$ cat config.mk
export PLATFORM = sky130hd
export DESIGN_NAME = lap_stopwatch_with_time_format
export DESIGN_NICKNAME = d
export VERILOG_FILES = /design/src/rtl/lsw_pkg.sv /design/src/rtl/lsw_ram.sv /design/src/rtl/lsw_cdiv.sv /design/src/rtl/lsw_core.sv /design/src/rtl/lap_stopwatch_with_time_format.sv
export SDC_FILE = /design/constraint.sdc
export NUM_CORES = 2
export LEC_CHECK = 0
export ABC_AREA = 1
export BUFFER_PORTS_ARGS = -buffer_cell sky130_fd_sc_hd__buf_2
export CORE_AREA = 3 3 684 516
export DETAILED_ROUTE_END_ITERATION = 10
export DIE_AREA = 0 0 687 519
export PLACE_DENSITY = 0.64
export SYNTH_ARGS = -nofsm -noshare
export SYNTH_HDL_FRONTEND = slang
export SYNTH_SLANG_ARGS = --single-unit
$ cat constraint.sdc
create_clock -name aclk -period 8 [get_ports aclk]
set_input_delay 2 -clock aclk [delete_from_list [all_inputs] [get_ports aclk]]
set_output_delay 2 -clock aclk [all_outputs]
set_load 0.01 [all_outputs]
$ cat src/rtl/lsw_pkg.sv
// ----------------------------------------------------------------------------
// Lap stopwatch package
// Field widths, arithmetic constants, command and status codes, and the
// result record shared by the stopwatch modules.
// ----------------------------------------------------------------------------
package lsw_pkg;

    localparam int LAP_DEPTH_DEF = 64;

    localparam int CMD_W    = 3;
    localparam int TICKS_W  = 16;
    localparam int INDEX_W  = 6;
    localparam int PERIOD_W = 16;
    localparam int VALUE_W  = 32;
    localparam int LAPS_W   = 7;
    localparam int HOURS_W  = 11;
    localparam int MIN_W    = 6;
    localparam int SEC_W    = 6;
    localparam int MS_W     = 10;

    localparam logic [PERIOD_W-1:0] PERIOD_RESET = 16'd1000;

    // Sub-period time: floor(ticks * 305 / 10000). The division uses a
    // rounded-up reciprocal that is exact for every 25-bit product.
    localparam int SUB_MUL     = 305;
    localparam int SUB_DIV     = 10000;
    localparam int SUB_SHIFT   = 39;
    localparam int SUB_PROD_W  = 25;
    localparam int SUB_RECIP_W = 26;
    localparam int SUB_W       = 11;
    localparam longint unsigned SUB_RECIP =
        ((64'd1 << SUB_SHIFT) + longint'(SUB_DIV) - 64'd1) / longint'(SUB_DIV);

    // Time format divisors and the reciprocal shifts used for each of them.
    localparam int unsigned HOUR_MS   = 3600000;
    localparam int unsigned MINUTE_MS = 60000;
    localparam int unsigned SECOND_MS = 1000;
    localparam int HOUR_SHIFT   = 32;
    localparam int MINUTE_SHIFT = 32;
    localparam int SECOND_SHIFT = 26;

    typedef enum logic [CMD_W-1:0] {
        CMD_PERIOD   = 3'd0,
        CMD_RESET    = 3'd1,
        CMD_START    = 3'd2,
        CMD_STOP     = 3'd3,
        CMD_LAP      = 3'd4,
        CMD_RD_TOTAL = 3'd5,
        CMD_RD_SUM   = 3'd6,
        CMD_RD_LAP   = 3'd7
    } cmd_t;

    typedef enum logic [1:0] {
        ST_OK        = 2'd0,
        ST_FULL      = 2'd1,
        ST_UNWRITTEN = 2'd2
    } status_t;

    // Which value a result reports.
    typedef enum logic [1:0] {
        SEL_TOTAL = 2'd0,
        SEL_SUM   = 2'd1,
        SEL_LAP   = 2'd2
    } sel_t;

    typedef struct packed {
        status_t              status;
        logic                 running;
        logic [LAPS_W-1:0]    laps;
        logic [VALUE_W-1:0]   value;
    } res_info_t;

endpackage

$ cat src/rtl/lsw_ram.sv
// ----------------------------------------------------------------------------
// Lap stopwatch RAM
// Simple dual-port RAM: one write port, one read port with registered data.
// ----------------------------------------------------------------------------
module lsw_ram #(
    parameter int WIDTH = 32,
    parameter int DEPTH = 64,
    parameter int AW    = (DEPTH > 1) ? $clog2(DEPTH) : 1
) (
    input  logic             aclk,
    input  logic             we,
    input  logic [AW-1:0]    waddr,
    input  logic [WIDTH-1:0] wdata,
    input  logic             re,
    input  logic [AW-1:0]    raddr,
    output logic [WIDTH-1:0] rdata
);

    logic [WIDTH-1:0] mem [DEPTH];

    always_ff @(posedge aclk) begin
        if (we) begin
            mem[waddr] <= wdata;
        end
        if (re) begin
            rdata <= mem[raddr];
        end
    end

endmodule

$ cat src/rtl/lsw_cdiv.sv
// ----------------------------------------------------------------------------
// Lap stopwatch constant divider
// Three-stage quotient and remainder by a constant: reciprocal multiply,
// back multiply, then one compare-and-subtract correction.
// ----------------------------------------------------------------------------
module lsw_cdiv
    import lsw_pkg::*;
#(
    parameter int          DIVIDEND_W = 32,
    parameter int          QUOT_W     = 11,
    parameter int unsigned DIVISOR    = 3600000,
    parameter int          SHIFT      = 32,
    parameter int          SB_W       = 8,
    parameter int          REM_W      = $clog2(DIVISOR)
) (
    input  logic                  aclk,
    input  logic                  aresetn,
    input  logic                  in_valid,
    output logic                  in_ready,
    input  logic [DIVIDEND_W-1:0] in_x,
    input  logic [SB_W-1:0]       in_sb,
    output logic                  out_valid,
    input  logic                  out_ready,
    output logic [QUOT_W-1:0]     out_q,
    output logic [REM_W-1:0]      out_r,
    output logic [SB_W-1:0]       out_sb
);

    localparam longint unsigned RECIP = (64'd1 << SHIFT) / longint'(DIVISOR);
    localparam int RECIP_W = $clog2(RECIP + 1);
    localparam int PW      = DIVIDEND_W + RECIP_W;

    localparam logic [PW-1:0]         RECIP_V   = PW'(RECIP);
    localparam logic [DIVIDEND_W-1:0] DIVISOR_V = DIVIDEND_W'(DIVISOR);

    logic                  v1_reg, v2_reg, v3_reg;
    logic                  rdy1, rdy2, rdy3;

    logic [PW-1:0]         prod_reg, prod_next;
    logic [DIVIDEND_W-1:0] x1_reg;
    logic [SB_W-1:0]       sb1_reg;

    logic [QUOT_W-1:0]     q0_reg, q0_next;
    logic [DIVIDEND_W-1:0] back_reg, back_next;
    logic [DIVIDEND_W-1:0] x2_reg;
    logic [SB_W-1:0]       sb2_reg;

    logic [DIVIDEND_W-1:0] diff;
    logic [QUOT_W-1:0]     q_reg, q_next;
    logic [REM_W-1:0]      r_reg, r_next;
    logic [SB_W-1:0]       sb3_reg;

    assign rdy3     = !v3_reg || out_ready;
    assign rdy2     = !v2_reg || rdy3;
    assign rdy1     = !v1_reg || rdy2;
    assign in_ready = rdy1;

    // The truncated reciprocal underestimates by at most one.
    assign prod_next = PW'(in_x) * RECIP_V;
    assign q0_next   = prod_reg[SHIFT +: QUOT_W];
    assign back_next = DIVIDEND_W'(DIVIDEND_W'(q0_next) * DIVISOR_V);

    always_comb begin
        diff = x2_reg - back_reg;
        if (diff >= DIVISOR_V) begin
            q_next = q0_reg + QUOT_W'(1);
            r_next = REM_W'(diff - DIVISOR_V);
        end else begin
            q_next = q0_reg;
            r_next = REM_W'(diff);
        end
    end

    always_ff @(posedge aclk) begin
        if (!aresetn) begin
            v1_reg <= 1'b0;
            v2_reg <= 1'b0;
            v3_reg <= 1'b0;
        end else begin
            if (rdy1) begin
                v1_reg <= in_valid;
            end
            if (rdy2) begin
                v2_reg <= v1_reg;
            end
            if (rdy3) begin
                v3_reg <= v2_reg;
            end
        end
    end

    always_ff @(posedge aclk) begin
        if (rdy1 && in_valid) begin
            prod_reg <= prod_next;
            x1_reg   <= in_x;
            sb1_reg  <= in_sb;
        end
        if (rdy2 && v1_reg) begin
            q0_reg   <= q0_next;
            back_reg <= back_next;
            x2_reg   <= x1_reg;
            sb2_reg  <= sb1_reg;
        end
        if (rdy3 && v2_reg) begin
            q_reg   <= q_next;
            r_reg   <= r_next;
            sb3_reg <= sb2_reg;
        end
    end

    assign out_valid = v3_reg;
    assign out_q     = q_reg;
    assign out_r     = r_reg;
    assign out_sb    = sb3_reg;

    a_back_le_x: assert property (@(posedge aclk) disable iff (!aresetn)
        v2_reg |-> back_reg <= x2_reg)
        else $error("quotient estimate overshoots the dividend");

    a_rem_range: assert property (@(posedge aclk) disable iff (!aresetn)
        v3_reg |-> DIVIDEND_W'(r_reg) < DIVISOR_V)
        else $error("remainder not below the divisor");

    a_stall_hold: assert property (@(posedge aclk) disable iff (!aresetn)
        out_valid && !out_ready |=> out_valid && $stable(out_q) && $stable(out_r))
        else $error("held result changed while stalled");

endmodule

$ cat src/rtl/lsw_core.sv
// ----------------------------------------------------------------------------
// Lap stopwatch command core
// Applies each command to the total, run flag and lap count, computes the
// sub-period time, and writes or reads the lap RAM in four pipeline stages.
// ----------------------------------------------------------------------------
module lsw_core
    import lsw_pkg::*;
#(
    parameter int LAP_DEPTH = LAP_DEPTH_DEF
) (
    input  logic                aclk,
    input  logic                aresetn,
    input  logic                cfg_wr_en,
    input  logic [PERIOD_W-1:0] cfg_wr_data,
    input  logic                s_valid,
    output logic                s_ready,
    input  logic [CMD_W-1:0]    s_cmd,
    input  logic [TICKS_W-1:0]  s_timer_ticks,
    input  logic [INDEX_W-1:0]  s_lap_index,
    output logic                out_valid,
    input  logic                out_ready,
    output res_info_t           out_info
);

    localparam int AW     = (LAP_DEPTH > 1) ? $clog2(LAP_DEPTH) : 1;
    localparam int CNT_W  = $clog2(LAP_DEPTH + 1);
    localparam int CMP_W  = (CNT_W > INDEX_W) ? CNT_W : INDEX_W;

    localparam logic [SUB_PROD_W-1:0]  SUB_MUL_V   = SUB_PROD_W'(SUB_MUL);
    localparam logic [SUB_RECIP_W-1:0] SUB_RECIP_V = SUB_RECIP_W'(SUB_RECIP);
    localparam int SUB_FULL_W = SUB_PROD_W + SUB_RECIP_W;

    typedef struct packed {
        status_t             status;
        sel_t                sel;
        logic                do_write;
        logic                do_read;
        logic [AW-1:0]       waddr;
        logic [AW-1:0]       raddr;
        logic [VALUE_W-1:0]  total;
        logic                running;
        logic [LAPS_W-1:0]   laps;
    } ctl_t;

    logic [PERIOD_W-1:0] period_reg;
    logic [VALUE_W-1:0]  total_reg, total_next;
    logic                run_reg, run_next;
    logic [CNT_W-1:0]    count_reg, count_next;

    logic                accept;
    cmd_t                cmd;
    ctl_t                ctl_next;

    logic                v1_reg, v2_reg, v3_reg, v4_reg;
    logic                rdy1, rdy2, rdy3, rdy4;
    ctl_t                ctl1_reg, ctl2_reg, ctl3_reg, ctl4_reg;

    logic [SUB_PROD_W-1:0] prod_reg, prod_next;
    logic [SUB_FULL_W-1:0] sub_full;
    logic [SUB_W-1:0]      sub_reg;
    logic [VALUE_W-1:0]    sum3_reg, sum4_reg;

    logic                ram_we, ram_re;
    logic [VALUE_W-1:0]  ram_rdata;

    assign rdy4    = !v4_reg || out_ready;
    assign rdy3    = !v3_reg || rdy4;
    assign rdy2    = !v2_reg || rdy3;
    assign rdy1    = !v1_reg || rdy2;
    assign s_ready = rdy1;
    assign accept  = s_valid && s_ready;
    assign cmd     = cmd_t'(s_cmd);

    always_comb begin
        total_next        = total_reg;
        run_next          = run_reg;
        count_next        = count_reg;
        ctl_next.status   = ST_OK;
        ctl_next.sel      = SEL_TOTAL;
        ctl_next.do_write = 1'b0;
        ctl_next.do_read  = 1'b0;
        ctl_next.waddr    = AW'(count_reg);
        ctl_next.raddr    = AW'(s_lap_index);
        unique case (cmd)
            CMD_PERIOD: begin
                if (run_reg) begin
                    total_next = total_reg + VALUE_W'(period_reg);
                end
            end
            CMD_RESET: begin
                total_next = '0;
                run_next   = 1'b0;
                count_next = '0;
            end
            CMD_START: begin
                run_next = 1'b1;
            end
            CMD_STOP: begin
                run_next = 1'b0;
            end
            CMD_LAP: begin
                if (count_reg >= CNT_W'(LAP_DEPTH)) begin
                    ctl_next.status = ST_FULL;
                end else begin
                    ctl_next.sel      = SEL_SUM;
                    ctl_next.do_write = 1'b1;
                    count_next        = count_reg + CNT_W'(1);
                end
            end
            CMD_RD_TOTAL: begin
                ctl_next.sel = SEL_TOTAL;
            end
            CMD_RD_SUM: begin
                ctl_next.sel = SEL_SUM;
            end
            CMD_RD_LAP: begin
                // The count never exceeds the depth, so this also bounds the index.
                if (CMP_W'(s_lap_index) < CMP_W'(count_reg)) begin
                    ctl_next.sel     = SEL_LAP;
                    ctl_next.do_read = 1'b1;
                end else begin
                    ctl_next.status = ST_UNWRITTEN;
                end
            end
            default: begin
                ctl_next.sel = SEL_TOTAL;
            end
        endcase
        ctl_next.total   = total_next;
        ctl_next.running = run_next;
        ctl_next.laps    = LAPS_W'(count_next);
    end

    assign prod_next = SUB_PROD_W'(s_timer_ticks) * SUB_MUL_V;
    assign sub_full  = SUB_FULL_W'(prod_reg) * SUB_FULL_W'(SUB_RECIP_V);

    always_ff @(posedge aclk) begin
        if (!aresetn) begin
            period_reg <= PERIOD_RESET;
            total_reg  <= '0;
            run_reg    <= 1'b0;
            count_reg  <= '0;
        end else begin
            if (cfg_wr_en) begin
                period_reg <= cfg_wr_data;
            end
            if (accept) begin
                total_reg <= total_next;
                run_reg   <= run_next;
                count_reg <= count_next;
            end
        end
    end

    always_ff @(posedge aclk) begin
        if (!aresetn) begin
            v1_reg <= 1'b0;
            v2_reg <= 1'b0;
            v3_reg <= 1'b0;
            v4_reg <= 1'b0;
        end else begin
            if (rdy1) begin
                v1_reg <= s_valid;
            end
            if (rdy2) begin
                v2_reg <= v1_reg;
            end
            if (rdy3) begin
                v3_reg <= v2_reg;
            end
            if (rdy4) begin
                v4_reg <= v3_reg;
            end
        end
    end

    always_ff @(posedge aclk) begin
        if (accept) begin
            ctl1_reg <= ctl_next;
            prod_reg <= prod_next;
        end
        if (rdy2 && v1_reg) begin
            ctl2_reg <= ctl1_reg;
            sub_reg  <= sub_full[SUB_SHIFT +: SUB_W];
        end
        if (rdy3 && v2_reg) begin
            ctl3_reg <= ctl2_reg;
            sum3_reg <= ctl2_reg.total + VALUE_W'(sub_reg);
        end
        if (rdy4 && v3_reg) begin
            ctl4_reg <= ctl3_reg;
            sum4_reg <= sum3_reg;
        end
    end

    // Laps are written and read as beats leave the third stage, so the
    // accesses stay in command order and a read sees every earlier write.
    assign ram_we = rdy4 && v3_reg && ctl3_reg.do_write;
    assign ram_re = rdy4 && v3_reg && ctl3_reg.do_read;

    lsw_ram #(
        .WIDTH (VALUE_W),
        .DEPTH (LAP_DEPTH),
        .AW    (AW)
    ) u_lap_ram (
        .aclk  (aclk),
        .we    (ram_we),
        .waddr (ctl3_reg.waddr),
        .wdata (sum3_reg),
        .re    (ram_re),
        .raddr (ctl3_reg.raddr),
        .rdata (ram_rdata)
    );

    always_comb begin
        out_info.status  = ctl4_reg.status;
        out_info.running = ctl4_reg.running;
        out_info.laps    = ctl4_reg.laps;
        unique case (ctl4_reg.sel)
            SEL_SUM: out_info.value = sum4_reg;
            SEL_LAP: out_info.value = ram_rdata;
            default: out_info.value = ctl4_reg.total;
        endcase
    end

    assign out_valid = v4_reg;

    a_count_bound: assert property (@(posedge aclk) disable iff (!aresetn)
        count_reg <= CNT_W'(LAP_DEPTH))
        else $error("lap count beyond store depth");

    a_ram_one_access: assert property (@(posedge aclk) disable iff (!aresetn)
        !(ram_we && ram_re))
        else $error("lap RAM written and read by the same beat");

    a_reset_cmd: assert property (@(posedge aclk) disable iff (!aresetn)
        accept && cmd == CMD_RESET |=> total_reg == '0 && count_reg == '0 && !run_reg)
        else $error("reset command did not clear the stopwatch");

    a_stopped_hold: assert property (@(posedge aclk) disable iff (!aresetn)
        accept && cmd == CMD_PERIOD && !run_reg |=> $stable(total_reg))
        else $error("total moved while stopped");

endmodule

$ cat src/rtl/lap_stopwatch_with_time_format.sv
// ----------------------------------------------------------------------------
// Lap stopwatch with time format
// Millisecond stopwatch with a lap store; every command returns one result
// with the selected time split into hours, minutes, seconds and milliseconds.
// ----------------------------------------------------------------------------
// Usage:
//   Input channel s_*: one command per beat (period event, reset, start,
//   stop, lap, read total, read total plus ticks, read lap). Result channel
//   m_*: exactly one beat per command, in command order.
//   cfg_wr_en/cfg_wr_data write the period in milliseconds; write it only
//   while no command is in flight.
//   Throughput: one command per cycle while m_ready is high. Each command
//   passes from the accepting edge to m_valid through the four-stage command
//   pipe (tick scaling, lap RAM access with registered read) and three
//   three-stage constant dividers for hours, minutes and seconds.
//   Reset clears the total, run flag, lap count and all pipeline valids and
//   loads a period of 1000 ms. Lap RAM contents are not cleared; entries at
//   or beyond the lap count are never returned.
//   When m_ready is low, results stay held and the pipeline keeps accepting
//   commands until every stage is full; s_ready then drops.
// ----------------------------------------------------------------------------
module lap_stopwatch_with_time_format
    import lsw_pkg::*;
#(
    parameter int LAP_DEPTH = LAP_DEPTH_DEF
) (
    input  logic                aclk,
    input  logic                aresetn,
    input  logic                cfg_wr_en,
    input  logic [PERIOD_W-1:0] cfg_wr_data,
    input  logic                s_valid,
    output logic                s_ready,
    input  logic [CMD_W-1:0]    s_cmd,
    input  logic [TICKS_W-1:0]  s_timer_ticks,
    input  logic [INDEX_W-1:0]  s_lap_index,
    output logic                m_valid,
    input  logic                m_ready,
    output logic [1:0]          m_status,
    output logic [VALUE_W-1:0]  m_value_ms,
    output logic [HOURS_W-1:0]  m_hours,
    output logic [MIN_W-1:0]    m_minutes,
    output logic [SEC_W-1:0]    m_seconds,
    output logic [MS_W-1:0]     m_millis,
    output logic                m_running,
    output logic [LAPS_W-1:0]   m_laps_stored
);

    localparam int INFO_W = $bits(res_info_t);
    localparam int HREM_W = $clog2(HOUR_MS);
    localparam int MREM_W = $clog2(MINUTE_MS);
    localparam int SB_H_W = INFO_W;
    localparam int SB_M_W = INFO_W + HOURS_W;
    localparam int SB_S_W = INFO_W + HOURS_W + MIN_W;

    logic                core_valid, core_ready;
    res_info_t           core_info;

    logic                h_valid, h_ready;
    logic [HOURS_W-1:0]  h_q;
    logic [HREM_W-1:0]   h_r;
    logic [SB_H_W-1:0]   h_sb;

    logic                mn_valid, mn_ready;
    logic [MIN_W-1:0]    mn_q;
    logic [MREM_W-1:0]   mn_r;
    logic [SB_M_W-1:0]   mn_sb;

    logic [SB_S_W-1:0]   sec_sb;
    res_info_t           res_info;

    lsw_core #(
        .LAP_DEPTH (LAP_DEPTH)
    ) u_core (
        .aclk          (aclk),
        .aresetn       (aresetn),
        .cfg_wr_en     (cfg_wr_en),
        .cfg_wr_data   (cfg_wr_data),
        .s_valid       (s_valid),
        .s_ready       (s_ready),
        .s_cmd         (s_cmd),
        .s_timer_ticks (s_timer_ticks),
        .s_lap_index   (s_lap_index),
        .out_valid     (core_valid),
        .out_ready     (core_ready),
        .out_info      (core_info)
    );

    lsw_cdiv #(
        .DIVIDEND_W (VALUE_W),
        .QUOT_W     (HOURS_W),
        .DIVISOR    (HOUR_MS),
        .SHIFT      (HOUR_SHIFT),
        .SB_W       (SB_H_W),
        .REM_W      (HREM_W)
    ) u_div_hours (
        .aclk      (aclk),
        .aresetn   (aresetn),
        .in_valid  (core_valid),
        .in_ready  (core_ready),
        .in_x      (core_info.value),
        .in_sb     (core_info),
        .out_valid (h_valid),
        .out_ready (h_ready),
        .out_q     (h_q),
        .out_r     (h_r),
        .out_sb    (h_sb)
    );

    lsw_cdiv #(
        .DIVIDEND_W (HREM_W),
        .QUOT_W     (MIN_W),
        .DIVISOR    (MINUTE_MS),
        .SHIFT      (MINUTE_SHIFT),
        .SB_W       (SB_M_W),
        .REM_W      (MREM_W)
    ) u_div_minutes (
        .aclk      (aclk),
        .aresetn   (aresetn),
        .in_valid  (h_valid),
        .in_ready  (h_ready),
        .in_x      (h_r),
        .in_sb     ({h_sb, h_q}),
        .out_valid (mn_valid),
        .out_ready (mn_ready),
        .out_q     (mn_q),
        .out_r     (mn_r),
        .out_sb    (mn_sb)
    );

    // The last divider's third stage is the result register.
    lsw_cdiv #(
        .DIVIDEND_W (MREM_W),
        .QUOT_W     (SEC_W),
        .DIVISOR    (SECOND_MS),
        .SHIFT      (SECOND_SHIFT),
        .SB_W       (SB_S_W),
        .REM_W      (MS_W)
    ) u_div_seconds (
        .aclk      (aclk),
        .aresetn   (aresetn),
        .in_valid  (mn_valid),
        .in_ready  (mn_ready),
        .in_x      (mn_r),
        .in_sb     ({mn_sb, mn_q}),
        .out_valid (m_valid),
        .out_ready (m_ready),
        .out_q     (m_seconds),
        .out_r     (m_millis),
        .out_sb    (sec_sb)
    );

    assign res_info      = res_info_t'(sec_sb[SB_S_W-1 -: INFO_W]);
    assign m_hours       = sec_sb[MIN_W +: HOURS_W];
    assign m_minutes     = sec_sb[MIN_W-1:0];
    assign m_status      = res_info.status;
    assign m_value_ms    = res_info.value;
    assign m_running     = res_info.running;
    assign m_laps_stored = res_info.laps;

endmodule

* Yosys cells after proc, flatten, opt, wreduce, memory -nomap -nowiden *
Memory sizes are Yosys's and may differ from the RTL's. A register that Yosys moved wholly into a read port is not among the register bits.
Cells that the tools add are included.

word-level totals
  RAM bits = 2,048
  output and inout bits = 77
  word-level logic and storage cells = 181
  flip-flop bits (word level) = 1,248
  input bits = 46
  memories = 1

operators by class
  eq/ne operators = 8
  order comparisons = 5
  add/sub/neg operators = 12
  multiply operators = 8
  reductions and logical operators = 43
  mux-type cells = 21

memory list
  memory                depth  bits a word  read ports  clocked after Yosys merged registers in  wr ports  RTL line       RTL
  u_core.u_lap_ram.mem  64     32           1           1                                        1         lsw_ram.sv:19  logic [WIDTH-1:0] mem [DEPTH];

operators by type and width
  cell                    number
  $pmux 32 s2             2
  $mul 25x25->49 const B  1
  $mul 32x11->43 const B  1
  $mul 22x16->37 const B  1
  $add 32x11->32          1
  $add 32x16->32          1
  $ge 32x22->1 const B    1
  $mux 32                 1
  $sub 32x32->32          1
  $mul 16x15->30 const B  1
  $mul 11x15->25 const B  1
  $mul 16x9->25 const B   1
  $ge 22x16->1 const B    1
  $mux 22                 1
  $sub 22x22->22          1
  $sub 22x22->22 const B  1
  $mul 6x11->17 const B   1
  $ge 16x10->1 const B    1
  $mux 16                 1
  $sub 16x16->16          1
  $sub 16x16->16 const B  1
  $logic_and 1x1->1       15
  $pmux 7 s2              1
  $logic_not 1->1         13
  24 further kinds        46

* Depth between registers and ports, before layout *
  word-level depth = 15
  depth in mapped cells = 27
  depth with buffers taken out = 26

* Hierarchy *
Synthesis repeated with hierarchy kept, for this count alone.

second synthesis, totals
  cells, all modules = 14,417
  area, all modules = 163,662.0 µm²

modules (own cells, without submodules)
  module                     seq. area each (µm²)  times used  cells an instance  area each (µm²)
  lsw_ram                    62,459.9              1           6,769              83,058.4
  lsw_core                   10,750.3              1           3,199              30,753.2
  lsw_cdiv at u_div_hours    8,107.8               1           2,038              20,368.3
  lsw_cdiv at u_div_minutes  7,657.3               1           1,464              16,908.7
  lsw_cdiv at u_div_seconds  7,507.2               1           947                12,573.3

* Least setup slack after synthesis *
No wires, ideal clock.

  path type = input to register
  from = in m_ready
  to = reg u_div_hours.back_reg[10], enable pin
  setup slack = 1,387 ps
  path buffers = 0
  data required time = 7,464 ps
  stages on the path = 8
  arrival = 6,077 ps
  cell sequence = nor2_4 > nand2_2 > nor2_4 > nand2_2 > nor2_4 > nand2_2 > nor2_4 > a21oi_1

between the ends
  cells in the longest elaborated chain, start to end = 9

ends and longest elaborated chain
  item                  RTL line                              RTL
  from (decl)           lap_stopwatch_with_time_format.sv:37  input logic m_ready,
  $logic_or 1x1->1      lsw_cdiv.sv:53                        assign rdy3 = !v3_reg || out_ready;
  $logic_or 1x1->1      lsw_cdiv.sv:54                        assign rdy2 = !v2_reg || rdy3;
  $logic_or 1x1->1      lsw_cdiv.sv:55                        assign rdy1 = !v1_reg || rdy2;
  $logic_or 1x1->1      lsw_cdiv.sv:53
  $logic_or 1x1->1      lsw_cdiv.sv:54
  $logic_or 1x1->1      lsw_cdiv.sv:55
  $logic_or 1x1->1      lsw_cdiv.sv:53
  $logic_or 1x1->1      lsw_cdiv.sv:54
  $logic_and 1x1->1     lsw_cdiv.sv:98                        if (rdy2 && v1_reg) begin
  to (signal assigned)  lsw_cdiv.sv:100                       back_reg <= back_next;
  to (decl)             lsw_cdiv.sv:44                        logic [DIVIDEND_W-1:0] back_reg, back_next;

No other way between the ends.
A chain may end at the register's enable or synchronous reset.

* Worst setup path after layout *
  from = reg u_core.prod_reg[8]
  to = reg u_core.sub_reg[9], data pin

between the ends
  cells in the longest elaborated chain, start to end = 1

ends and longest elaborated chain
  item                           RTL line         RTL
  from (decl)                    lsw_core.sv:58   logic [SUB_PROD_W-1:0] prod_reg, prod_next;
  from (signal assigned)         lsw_core.sv:180  prod_reg <= prod_next;
  $mul 25x25->49                 lsw_core.sv:135  assign sub_full = SUB_FULL_W'(prod_reg) * SUB_FULL_W'(SUB_RECIP_V);
  named net u_core.sub_full[48]  lsw_core.sv:59   logic [SUB_FULL_W-1:0] sub_full;
  to (signal assigned)           lsw_core.sv:184  sub_reg <= sub_full[SUB_SHIFT +: SUB_W];
  to (decl)                      lsw_core.sv:60   logic [SUB_W-1:0] sub_reg;

The timed path passes the listed nets, and every way through them passes these cells.

==> run metrics <==
Top delay family on crit path=adder cells; number of hold-repair buffers added at the cts stage=0; total grt overflow=0; number of port buffers=between 100 and 150; Final setup viols=0; Die Height=519 um; Final Hold Vio Count=0; number of buffers inserted during clock tree synthesis=313; top cell type by total area after synthesis=sky130_fd_sc_hd__edfxtp_1; die width=between 600 and 700 um; count of final max-slew check failures=0; endpoint of the worst hold path=u_core.ctl3_reg[54]$_DFFE_PP_; largest reg by FF count=u_core.u_lap_ram.mem; post-synth net total=14600; met3 routed wirelength=49500 um; Rows=between 150 and 200; Detailed Route Iter0 Violations=approximately 13000; count of flip-flops with a built-in enable after synthesis=around 3100; number of primary I/O pins=123; Detail Route met2 WL=174000 um; Worst EP required=between 8 and 9 ns; Worst path max stage delay=~0.62 ns; detailed-route vias per instance=~5.6; Worst Path Max Fanout=9; signed area change from the synthesized netlist to the final layout=10.7%; result of the run=finished clean; top-count cell post-synth=sky130_fd_sc_hd__edfxtp_1; total of flip-flops plus latches after synthesis=approximately 3100; end of the worst register-to-register path=u_core.sub_reg[9]$_DFFE_PP_; number of cells traversed by the worst register-to-register path=22; achievable clock frequency=~160 MHz; average wire per standard cell=23.8 um; number of standard cells after synthesis=approximately 13000; DR top layer=met5; die area=357000 um2; number of DRC violations after detailed routing=0; fraction of the yosys area taken by sequential cells=60.0%; final setup skew=~0.078 ns; filler instances=~30000; Nets=about 15000; min-delay worst type=reg -> reg; initial standard-cell utilization of the core=45.0%; number of distinct library cells after synthesis=between 50 and 60; Post-CTS Setup Bufs=0; pin slew with the least headroom to its limit=about 1.3 ns; CTS tree=built; Async S/R FF share, synth=0%; clock transition at the register clock pins on the worst setup and hold paths after CTS=0.06 ns; CP Buf/Inv Count=6; Register-to-Register Setup Slack=between 1.5 and 2 ns; Tcrit/Tclk final=78.6%; post-detailed-placement half-perimeter wirelength=roughly 280000 um; Syn Std Cell Area=between 150000 and 200000 um2; clock latency at the later pin of the worst-skew pair=between 0.9 and 1 ns; flip-flop cell with the highest count after synthesis=sky130_fd_sc_hd__edfxtp_1; Gates resized, CTS repair=0; Overall Global Routing Usage=about a quarter; critical setup path kind=reg -> reg; routed vias=just over 100k; number of antenna violations at the first check in global routing=50; crit path DAT=6.92 ns; count of H-tree levels built during CTS=5; register area=around 93000 um2; minimum clock period=~6.3 ns; buffers from clock root to sink, at most=4; final wirelength=between 400000 and 500000 um; vias in the first global route=about 96000; wl on met1=approximately 190000 um; first-pass GRT wire length=approximately 630000 um; slowest stage cell on the critical path=sky130_fd_sc_hd__edfxtp_1; Hold Crit Depth=0; number of clock sinks=roughly 3100; Commonest cells post-synth=sky130_fd_sc_hd__edfxtp_1, sky130_fd_sc_hd__nor2_1, sky130_fd_sc_hd__inv_1, sky130_fd_sc_hd__o21ai_0, sky130_fd_sc_hd__nand2_1; synthesized area per cell=between 10 and 15 um2; Pre-antenna DRT Iters=6; top cells by area in the synthesized netlist=sky130_fd_sc_hd__edfxtp_1, sky130_fd_sc_hd__fa_1, sky130_fd_sc_hd__ha_1, sky130_fd_sc_hd__o21ai_0, sky130_fd_sc_hd__nor2_1; library cell used as clock root buffer=sky130_fd_sc_hd__clkbuf_16; fraction of layout instances using a drive strength above 1=between 6 and 7%; number of flip-flops under the largest register name=roughly 2000; Startpoint Class=flip-flop; hold wc startpoint=u_core.ctl2_reg[54]$_DFFE_PP_; Multi-input gate area=approximately 55000 um2; pin count of the biggest net entering global routing=195; Final Wtd Congestion=between 0.9 and 1; Slew Limit Headroom=between 10% and 20%; Total Negative Setup Slacks=0 ns; Max-cap violations=0; core footprint=approximately 350000 um2; setup repair after global routing missed its margin=false; share of the synthesized area in the top cell type=approximately 60%; cell-by-cell listing of the critical path=ha_1 > inv_1 > fa_1 > inv_1 > fa_1 > inv_1 > fa_1 > inv_1 > fa_1 > fa_1 > inv_1 > fa_1 > inv_1 > ha_1 > nand2_1 > nor2_1 > nand2_1 > nor4b_1 > nand3_1 > nand3_1 > a31oi_1 > xnor2_1; Yosys warning count=0; source of the worst register-to-register timing path=u_core.prod_reg[8]$_DFFE_PP_; Worst setup EP type=flip-flop; Antenna Violating Nets Remaining=0
worst max path at each step:
| stage | start | endpoint | slack [ns] | cells after the start |
|---|---|---|---|---|
| after floorplan | m_ready | u_div_hours.back_reg[10]$_DFFE_PP_ | 1.39 | 8 |
| after global placement | m_ready | u_core.u_lap_ram.mem[12][21]$_DFFE_PP_ | 1.55 | 17 |
| after detailed placement | m_ready | u_core.u_lap_ram.mem[12][21]$_DFFE_PP_ | 1.49 | 17 |
| after CTS | u_core.prod_reg[11]$_DFFE_PP_ | u_core.sub_reg[9]$_DFFE_PP_ | 1.72 | 22 |
| after global routing | u_core.prod_reg[11]$_DFFE_PP_ | u_core.sub_reg[9]$_DFFE_PP_ | 1.34 | 22 |
| final | u_core.prod_reg[8]$_DFFE_PP_ | u_core.sub_reg[9]$_DFFE_PP_ | 1.71 | 22 |
cells in the final DEF, fill, tap and decap left out, types with 29 or more instances in the layout:
cell type and count:
sky130_fd_sc_hd__nand4_1 71, sky130_fd_sc_hd__nand3_1 235, sky130_fd_sc_hd__nor2_4 74, sky130_fd_sc_hd__inv_1 1628, sky130_fd_sc_hd__edfxtp_1 3064, sky130_fd_sc_hd__xor2_1 120, sky130_fd_sc_hd__o21ai_0 1510, sky130_fd_sc_hd__buf_4 180
sky130_fd_sc_hd__a221o_1 29, sky130_fd_sc_hd__clkinv_2 49, sky130_fd_sc_hd__buf_2 122, sky130_fd_sc_hd__nor3_1 47, sky130_fd_sc_hd__clkbuf_1 75, sky130_fd_sc_hd__fa_1 629, sky130_fd_sc_hd__clkbuf_16 324, sky130_fd_sc_hd__nor2_1 1677
sky130_fd_sc_hd__ha_1 974, sky130_fd_sc_hd__dfxtp_1 69, sky130_fd_sc_hd__clkinv_1 67, sky130_fd_sc_hd__a21oi_1 339, sky130_fd_sc_hd__o22ai_1 619, sky130_fd_sc_hd__xnor2_1 64, sky130_fd_sc_hd__nand2_1 1079
routing by layer:
layer | global-route usage (%) | vias to the layer above
li1 | - | 45700
met1 | 37.0 | 49600
met2 | 32.6 | 5009
met3 | 5.81 | 633
met4 | 6.10 | 12
met5 | 0.175 | -
cells by family (layout without fill, tap and decap cells):
family / Yosys count / in the layout / share of synthesized area, %
adder cells (fa/ha/maj): 1603 / 1603 / 15.9
buffers and inverters: 2138 / 2532 / 5.24
AO/OA/AOI/OAI: 2683 / 2683 / 9.51
flip-flops: 3133 / 3133 / 60.0
AND/OR/NAND/NOR: 3251 / 3251 / 8.34
other: 0 / 9 / 0
XOR/XNOR: 185 / 185 / 1.05
stage by stage:
stage / utilization [%] / std cells / setup slack, ns / area, um2 / hold WS, ns
after global placement: 47.0 / 17500 / 1.55 / 163000 / 0.400
after floorplan: - / 13000 / 1.39 / 156000 / 0.400
final: 49.8 / 18000 / 1.71 / 172000 / 0.382
after CTS: 49.8 / 18000 / 1.72 / 172000 / 0.379
after global routing: 49.8 / 18000 / 1.34 / 172000 / 0.394
after detailed placement: 47.0 / 17500 / 1.49 / 163000 / 0.405
layout make-up:
type                            count  area share (%)
Clock buffer                      401            4.88
Tap cell                         4630            3.36
Multi-Input combinational cell   7722            31.8
Sequential cell                  3133            54.1
Antenna cell                        9          0.0131
Clock inverter                    165           0.876
Inverter                         1644            3.60
Timing Repair Buffer              322            1.37
Power is left out: the tool's default activity adds up to more than one toggle a clock period on the data nets, which glitch-free logic cannot reach.
